[src/hw/rtl/qdec_pkg.sv]
// Shared types and constants for the quadrature decoder with acceleration.
// Holds the configuration register map, the transition table and the step result type.
// No dependencies.
package qdec_pkg;

    localparam int CFG_INDEX_W = 2;
    localparam int CFG_DATA_W  = 16;
    localparam int DELTA_W     = 10;

    localparam logic [CFG_INDEX_W-1:0] CFG_HIGH_RESOLUTION = 2'd0;
    localparam logic [CFG_INDEX_W-1:0] CFG_FAST_WINDOW_MS  = 2'd1;
    localparam logic [CFG_INDEX_W-1:0] CFG_FAST_MULTIPLIER = 2'd2;

    typedef struct packed {
        logic        high_resolution;
        logic [15:0] fast_window_ms;
        logic [7:0]  fast_multiplier;
    } cfg_t;

    typedef struct packed {
        logic signed [DELTA_W-1:0] delta;
        logic                      event_hit;
    } step_t;

    // Indexed by {prev_a, prev_b, a, b}.
    localparam logic signed [2:0] HR_TABLE [16] = '{
        3'sd0,  3'sd1,  -3'sd1, 3'sd2,
        -3'sd1, 3'sd0,  -3'sd2, 3'sd1,
        3'sd1,  -3'sd2, 3'sd0,  -3'sd1,
        3'sd2,  -3'sd1, 3'sd1,  3'sd0
    };

endpackage

[src/hw/rtl/quadrature_decoder_with_acceleration.sv]
// Top level of the quadrature decoder with speed-dependent acceleration.
// Depends on qdec_pkg, qdec_cfg and qdec_step.
//
// Channel  | Transfer when           | Payload
// ---------+-------------------------+------------------------------
// in       | in_valid && !in_stall   | chan_a, chan_b, now_ms
// out      | out_valid && !out_stall | delta
// cfg      | cfg_valid && cfg_ready  | cfg_index, cfg_data
//
// One sample is accepted every cycle while the input does not stall; its delta passes
// through the input register and then the output register before it can transfer out.
// The decoder state and the timestamp of the last counted event update as a sample
// leaves the input register, so each sample sees the state left by the one before.
// Reset sets the previous AB state to 11, the event timestamp to zero and the
// registers to their defaults. A stall on a valid output holds the output and a full input register in place.
module quadrature_decoder_with_acceleration (
    input  logic                                    clk,
    input  logic                                    rst_n,
    input  logic                                    in_valid,
    output logic                                    in_stall,
    input  logic                                    chan_a,
    input  logic                                    chan_b,
    input  logic [31:0]                             now_ms,
    output logic                                    out_valid,
    input  logic                                    out_stall,
    output logic signed [qdec_pkg::DELTA_W-1:0]     delta,
    input  logic                                    cfg_valid,
    output logic                                    cfg_ready,
    input  logic [qdec_pkg::CFG_INDEX_W-1:0]        cfg_index,
    input  logic [qdec_pkg::CFG_DATA_W-1:0]         cfg_data
);

    qdec_pkg::cfg_t  cfg;
    qdec_pkg::step_t result;

    logic                               in_valid_reg;
    logic                               chan_a_reg;
    logic                               chan_b_reg;
    logic [31:0]                        now_ms_reg;
    logic                               prev_a_reg;
    logic                               prev_b_reg;
    logic [31:0]                        last_event_reg;
    logic                               out_valid_reg;
    logic signed [qdec_pkg::DELTA_W-1:0] delta_reg;
    logic                               advance;
    logic                               accept;

    assign cfg_ready = 1'b1;

    qdec_cfg u_cfg (
        .clk       (clk),
        .rst_n     (rst_n),
        .cfg_valid (cfg_valid),
        .cfg_index (cfg_index),
        .cfg_data  (cfg_data),
        .cfg       (cfg)
    );

    qdec_step u_step (
        .cfg           (cfg),
        .prev_a        (prev_a_reg),
        .prev_b        (prev_b_reg),
        .last_event_ms (last_event_reg),
        .chan_a        (chan_a_reg),
        .chan_b        (chan_b_reg),
        .now_ms        (now_ms_reg),
        .result        (result)
    );

    assign advance  = in_valid_reg && (!out_valid_reg || !out_stall);
    assign in_stall = in_valid_reg && !advance;
    assign accept   = in_valid && !in_stall;

    always_ff @(posedge clk or negedge rst_n)
    begin
        if (!rst_n)
        begin
            in_valid_reg   <= 1'b0;
            out_valid_reg  <= 1'b0;
            prev_a_reg     <= 1'b1;
            prev_b_reg     <= 1'b1;
            last_event_reg <= 32'd0;
        end
        else
        begin
            if (accept || advance)
            begin
                in_valid_reg <= accept;
            end
            if (advance)
            begin
                out_valid_reg <= 1'b1;
                prev_a_reg    <= chan_a_reg;
                prev_b_reg    <= chan_b_reg;
                if (result.event_hit)
                begin
                    last_event_reg <= now_ms_reg;
                end
            end
            else if (!out_stall)
            begin
                out_valid_reg <= 1'b0;
            end
        end
    end

    always_ff @(posedge clk)
    begin
        if (accept)
        begin
            chan_a_reg <= chan_a;
            chan_b_reg <= chan_b;
            now_ms_reg <= now_ms;
        end
        if (advance)
        begin
            delta_reg <= result.delta;
        end
    end

    assign out_valid = out_valid_reg;
    assign delta     = delta_reg;

endmodule

[src/hw/rtl/qdec_cfg.sv]
// Configuration register file of the quadrature decoder.
// Depends on qdec_pkg for the register map and the cfg_t type.
module qdec_cfg (
    input  logic                                clk,
    input  logic                                rst_n,
    input  logic                                cfg_valid,
    input  logic [qdec_pkg::CFG_INDEX_W-1:0]    cfg_index,
    input  logic [qdec_pkg::CFG_DATA_W-1:0]     cfg_data,
    output qdec_pkg::cfg_t                      cfg
);

    qdec_pkg::cfg_t cfg_reg;

    always_ff @(posedge clk or negedge rst_n)
    begin
        if (!rst_n)
        begin
            cfg_reg.high_resolution <= 1'b0;
            cfg_reg.fast_window_ms  <= 16'd0;
            cfg_reg.fast_multiplier <= 8'd1;
        end
        else if (cfg_valid)
        begin
            unique case (cfg_index)
                qdec_pkg::CFG_HIGH_RESOLUTION: cfg_reg.high_resolution <= cfg_data[0];
                qdec_pkg::CFG_FAST_WINDOW_MS:  cfg_reg.fast_window_ms  <= cfg_data;
                qdec_pkg::CFG_FAST_MULTIPLIER: cfg_reg.fast_multiplier <= cfg_data[7:0];
                default:                       cfg_reg <= cfg_reg;
            endcase
        end
    end

    assign cfg = cfg_reg;

endmodule

[src/hw/rtl/qdec_step.sv]
// Per-sample decode step: transition lookup, window check and speed multiply.
// Depends on qdec_pkg for the transition table and the cfg_t and step_t types.
module qdec_step (
    input  qdec_pkg::cfg_t  cfg,
    input  logic            prev_a,
    input  logic            prev_b,
    input  logic [31:0]     last_event_ms,
    input  logic            chan_a,
    input  logic            chan_b,
    input  logic [31:0]     now_ms,
    output qdec_pkg::step_t result
);

    logic signed [2:0]  raw_delta;
    logic               check;
    logic [31:0]        elapsed;
    logic               fast;
    logic signed [11:0] product;

    always_comb
    begin
        if (cfg.high_resolution)
        begin
            raw_delta = qdec_pkg::HR_TABLE[{prev_a, prev_b, chan_a, chan_b}];
            check     = chan_a && chan_b;
        end
        else
        begin
            raw_delta = (prev_a && !chan_a) ? (chan_b ? -3'sd1 : 3'sd1) : 3'sd0;
            check     = 1'b1;
        end
    end

    // A negative signed difference counts as inside the window.
    assign elapsed = now_ms - last_event_ms;
    assign fast    = elapsed[31] || (elapsed <= {16'd0, cfg.fast_window_ms});
    assign product = raw_delta * $signed({1'b0, cfg.fast_multiplier});

    always_comb
    begin
        result.event_hit = check && (raw_delta != 3'sd0);
        if (result.event_hit && fast)
        begin
            result.delta = product[qdec_pkg::DELTA_W-1:0];
        end
        else
        begin
            result.delta = {{(qdec_pkg::DELTA_W-3){raw_delta[2]}}, raw_delta};
        end
    end

endmodule

[config.mk]
export PLATFORM = sky130hd
export DESIGN_NAME = quadrature_decoder_with_acceleration
export DESIGN_NICKNAME = d
export VERILOG_FILES = /design/src/hw/rtl/qdec_pkg.sv /design/src/hw/rtl/quadrature_decoder_with_acceleration.sv /design/src/hw/rtl/qdec_cfg.sv /design/src/hw/rtl/qdec_step.sv
export SDC_FILE = /design/constraint.sdc
export NUM_CORES = 1
export LEC_CHECK = 0
export ABC_AREA = 1
export BUFFER_PORTS_ARGS = -buffer_cell sky130_fd_sc_hd__buf_2
export CORE_UTILIZATION = 61
export DETAILED_ROUTE_END_ITERATION = 8
export PLACE_DENSITY = 0.94
export SLEW_MARGIN = 20
export SYNTH_ARGS = -nofsm -noshare
export SYNTH_HDL_FRONTEND = slang
export SYNTH_SLANG_ARGS = --single-unit
[constraint.sdc]
create_clock -name clk -period 5.05 [get_ports clk]
set_input_delay 0.2525 -clock clk [delete_from_list [all_inputs] [get_ports clk]]
set_output_delay 0.2525 -clock clk [all_outputs]
set_load 0.05 [all_outputs]
# Word level (Yosys, flattened, before mapping)

Memories as Yosys holds them, arrays and structs flattened.
Index checks and enable logic that the tools add are counted.
W data, S select, Z words.

Bits in read-only memories: 48
Flip-flop bits (word level): 105
Memories: 1
Input port bits: 57
Word-level logic and storage cells: 51

Memory list:

| name            | depth | bits a word | rd ports | clocked after memory_dff | wr ports | line            | source |
|---|---|---|---|---|---|---|---|
| (no name shown) | 16    | 3           | 1        | 0                        | 0        | qdec_step.sv:24 | `raw_delta = qdec_pkg::HR_TABLE[{prev_a, prev_b, chan_a, chan_b}];` |

Reductions and logical operators: 21
Order comparisons: 2
Bitwise gates (word level): 1
Equal/unequal tests: 3
Add/sub/neg operators: 1
$mul: 1
Mux-type cells: 9

Operator list:

| kind                 | count |
|---|---|
| $le A32 B16 Y1       | 1 |
| $sub A32 B32 Y32     | 1 |
| $mux W3              | 5 |
| $mul A3 B9 Y10       | 1 |
| $mux W10             | 1 |
| $reduce_and A2 Y1    | 4 |
| $logic_and A1 B1 Y1  | 7 |
| $ge A5 B5 Y1 const B | 1 |
| $logic_not A1 Y1     | 5 |
| $not A4 Y5           | 1 |
| $logic_or A1 B1 Y1   | 3 |
| $mux W1              | 3 |
| $reduce_bool A3 Y1   | 1 |
| $eq A2 B1 Y1 const B | 1 |
| $eq A2 B2 Y1 const B | 1 |
| $logic_not A2 Y1     | 1 |
| $ne A2 B1 Y1 const B | 1 |

# Logic depth before layout (Yosys ltp)

Depth after elaboration: 9
Mapped depth: 26
Depth with buffers taken out: 26

# Hierarchy

A second synthesis with hierarchy kept.

Cells, all modules: 1085
Area, all modules: 7967.6 um^2

By module, submodules not included:

| module                               | sequential area each (um^2) | cells each | instances | area an instance (um^2) |
|---|---|---|---|---|
| qdec_step                            | 0.0                         | 763        | 1         | 4032.6 |
| quadrature_decoder_with_acceleration | 2224.6                      | 208        | 1         | 2852.7 |
| qdec_cfg                             | 626.9                       | 114        | 1         | 1082.3 |

# Least setup slack after synthesis

No wires, ideal clock.

Path type: reg-to-reg
Start: reg chan_a_reg
End: reg delta_reg (netlist bit delta[9]), data pin
Data arrival time: 3.614 ns
Stages on the path, launching flop included: 23
Setup slack: 1.181 ns
Library setup time: 0.255 ns
Clock period less this slack: 3.869 ns
Buffers on the path: 0
Cell sequence: edfxtp_1 inv_1 ha_1 a21oi_1 a22o_1 nand2_1 nand2_1 inv_1 nand2_1 fa_1 inv_1 ha_1 ha_1 fa_1 nand3_1 nand2_1 a21oi_1 nor2_1 nor2_1 xor2_1 xor2_1 nand3_1 nand2_1

RTL lines:

| what                   | line                                        | source |
|---|---|---|
| start, declared        | quadrature_decoder_with_acceleration.sv:37  | `logic chan_a_reg;` |
| start signal, assigned | quadrature_decoder_with_acceleration.sv:111 | `chan_a_reg <= chan_a;` |
| end signal, assigned   | quadrature_decoder_with_acceleration.sv:117 | `delta_reg <= result.delta;` |
| end, declared          | quadrature_decoder_with_acceleration.sv:44  | `logic signed [qdec_pkg::DELTA_W-1:0] delta_reg;` |

==> results.txt <==
Status -> finished clean
Max-slew violations -> 0
Critical R2R Capture -> delta[9]
Initial antenna violation count -> 0
CP endpoint kind -> flop
Area of the multi-input gates -> 3720 µm²
CP required -> 5170 ps
Cell Int Power -> 2.52 mW
Post-DP HPWL -> 12000 µm
Max Clk Rate -> 239 MHz
Post-Syn Area per Cell -> 7.31 µm²
Routability cong. -> 0.906
Psw -> 2.21 mW
Register area -> 2850 µm²
Setup CP Type -> reg2reg
Vias in the first global route -> 5860
Reg2Reg Depth -> 21
Total Routed Length -> 15400 µm
Compound-cell area share of the yosys netlist -> 7.36%
Top Family by Delay on Critical Path -> adder cells
Post-synth ARST share -> 58.1%
Initial Utilization -> 62.4%
Pre-Repair DR Iteration Count -> 6
Worst Max-Slew Pin Slew -> 1040 ps
Final instance area -> 8260 µm²
Final setup fails -> 0
Post-synthesis mux area share -> 0.151%
Synthesis warning total -> 0
Clk_lat worst skew -> 360 ps
CTS tree -> yes
Simple-gate share of the synthesized area -> 26.1%
Netlist cell types -> 37
CP max stage delay -> 480 ps
Post-CTS sizing -> 0
CTS Hold Buffers Added -> 0
Height of the die -> 113 µm
Clock Power Share -> 16.2%
Port-buffer cells -> 68
H-Tree Depth -> 3
Min Clock Period, post-route -> 4190 ps
DR iter-0 viols -> 510
HP Class -> in2async
Pleak -> 4.75 nW
Layout cells sized above 1 -> 10.0%
Post-DP Area -> 7930 µm²
Nets -> 1221
Synth Cell Area -> 7460 µm²
Via count -> 6377
CP max-delay cell -> fa_1
Internal reg-to-reg setup slack -> 860 ps
Tot GR Track Use -> 26.0%
Die ar. -> 12700 µm²
Area Overhead vs Synth -> 10.7%
Inserted Diodes -> 0
Final worst-path cycle share -> 83.0%
Xor-xnor portion of the synthesized cell area -> 2.82%
Core area -> 12000 µm²
First-pass GRT wire length -> 26100 µm
TritonCTS Buffers -> 9
Setup TNS -> 0 ps
FILL cells -> 968
Worst R2R Start -> chan_a_reg
Critical path launch point type -> flop
Rows -> 40
Hold slack -> 59.1 ps
Syn nets -> 1152
Sink Count -> 105
# IOs -> 70
Max cap viols -> 0
Worst path cell trace -> inv_1 -> ha_1 -> xnor2_1 -> o21ai_0 -> nand2_1 -> inv_1 -> nand2_1 -> fa_1 -> inv_1 -> ha_1 -> ha_1 -> fa_1 -> nand3_1 -> nand2_1 -> a21oi_1 -> nor2_1 -> nor2_1 -> xor2_1 -> xor2_1 -> nand3_1 -> nand2_1
Overall power -> 4.73 mW
Synth Instances -> 1021
Number of flops mapped to enable cells by yosys -> 44
DR WL/cell -> 12.4 µm
Slew HR -> 30.6%
Post-synthesis adder-cell area fraction -> 13.3%
Clock Path Buffers -> 2
Worst-path clk slew -> 70 ps
Hold Vio Cnt, Final -> 0
Seq pwr share -> 25.8%
Clock Skew -> 7.74 ps
Sw Share -> 46.7%
Pwr dens -> 572 nW/µm²
Crit-path most repeated cell -> nand2_1
Postcts setup bufs -> 0
Global route overflow -> 0
Critical Path Fanout Max -> 7
#FFs+latches synth -> 105
CP Buf/Inv Count -> 3
Root buffer cell -> clkbuf_16
Worst VDD drop -> 344 µV
Via/cell ratio -> 5.13
Ys flop type -> dfrtp_1
Unrepaired setup endpoints after global routing -> no
Die Wd -> 113 µm
Sequential-to-total area share from yosys stat -> 38.2%
Residual DRC count -> 0
Gate power share -> 58.1%
Final ANT Viol Nets -> 0
Largest net degree at the start of global routing -> 64
Combinational family with the most area after synthesis -> simple AND/OR/NAND/NOR gates
Crit path arrival time -> 4310 ps
[power groups by stage]
stage | Clock, mW | Combinational (mW) | Sequential, mW
2_1_floorplan | 0 | 2.03 | 1.31
6_report | 0.764 | 2.74 | 1.22
4_1_cts | 0.777 | 2.72 | 1.22
3_3_place_gp | 0 | 2.60 | 1.22
3_5_place_dp | 0 | 2.69 | 1.23
5_1_grt | 0.807 | 3.14 | 1.24
[logic make-up after synthesis]
kind of cell | count (synthesis)
simple gates | 481
buf+inv | 229
compound gates | 106
flops | 105
fa+ha+maj | 74
xor+xnor | 24
other cells | 1
mux | 1
[worst reg2reg max path: stages, from the launching register on]
cell      delay, ps
edfxtp_1        460
inv_1           110
ha_1            340
xnor2_1         150
o21ai_0         170
nand2_1         130
inv_1           190
nand2_1         100
fa_1            480
inv_1            40
ha_1            280
ha_1            220
fa_1            410
nand3_1          90
nand2_1          80
a21oi_1         130
nor2_1           50
nor2_1          110
xor2_1          180
xor2_1           80
nand3_1          80
nand2_1          60
[layout by cell type, fill, tap and decap left out, types with 3 or more instances in the layout]
| master | n |
|---|---|
| dfrtp_1 | 58 |
| buf_2 | 68 |
| nand2_1 | 314 |
| nor2_1 | 93 |
| nand3_1 | 42 |
| nor2_2 | 3 |
| fa_1 | 9 |
| inv_6 | 4 |
| ha_1 | 65 |
| dfstp_2 | 3 |
| xor2_1 | 20 |
| clkbuf_16 | 9 |
| edfxtp_1 | 44 |
| inv_1 | 214 |
| nand3b_1 | 3 |
| nand4_1 | 7 |
| nor3_1 | 3 |
| nand2_2 | 7 |
| or2_2 | 4 |
| a21oi_1 | 69 |
| xnor2_1 | 4 |
| o21ai_0 | 28 |
| buf_4 | 3 |
[metal layers]
metal	vias up	GRT usage, %	wire [µm]	share of wire (%)
met1	2881	34.5	7080	46
met5	-	0	0	0
met4	0	8.98	344	2.2
met3	28	5.94	902	5.9
li1	3285	-	-	-
met2	183	42.2	7040	46
[layout make-up]
type | instances | share of cell area [%]
multi-input cells | 687 | 45.1
flip-flops and latches | 105 | 34.5
inverters | 216 | 9.82
repair buffers | 71 | 4.39
clock buffers | 9 | 2.73
well taps | 147 | 2.23
clock inverters | 7 | 1.21
[Yosys cell counts, drive strengths merged, types with 2 or more instances]
| cell | n | share of area [%] |
|---|---|---|
| nand2 | 323 | 17 |
| inv | 215 | 11 |
| nor2 | 96 | 4.9 |
| a21oi | 69 | 4.6 |
| ha | 65 | 11 |
| dfrtp | 58 | 19 |
| edfxtp | 44 | 18 |
| nand3 | 44 | 3.1 |
| o21ai | 29 | 1.9 |
| xor2 | 20 | 2.3 |
| fa | 9 | 2.4 |
| buf | 8 | 0.75 |
| nand4 | 7 | 0.59 |
| clkbuf | 5 | 0.30 |
| or2 | 5 | 0.42 |
| xnor2 | 4 | 0.47 |
| dfstp | 3 | 1.1 |
| nand3b | 3 | 0.30 |
| nor3 | 3 | 0.20 |
| a21o | 2 | 0.20 |
| a31oi | 2 | 0.17 |
| o21bai | 2 | 0.20 |
[metrics by stage]
step                cells  util (%)  setup slack, ps
floorplan            1021         -             1180
global placement     1226      66.3              979
detailed placement   1226      66.3              861
CTS                  1242      69.0              845
global route         1242      69.0              553
finish               1242      69.0              858
[worst max path at each step]
stage	slack, ps	cells after the start	from	end
floorplan	1180	22	chan_a_reg	delta[9]
global placement	980	22	chan_a_reg	delta[9]
detailed placement	860	21	chan_a_reg	delta[9]
CTS	850	21	chan_a_reg	delta[9]
global route	550	21	chan_a_reg	delta[9]
finish	860	21	chan_a_reg	delta[9]
Note: power is estimated with default switching activity, not from simulation.
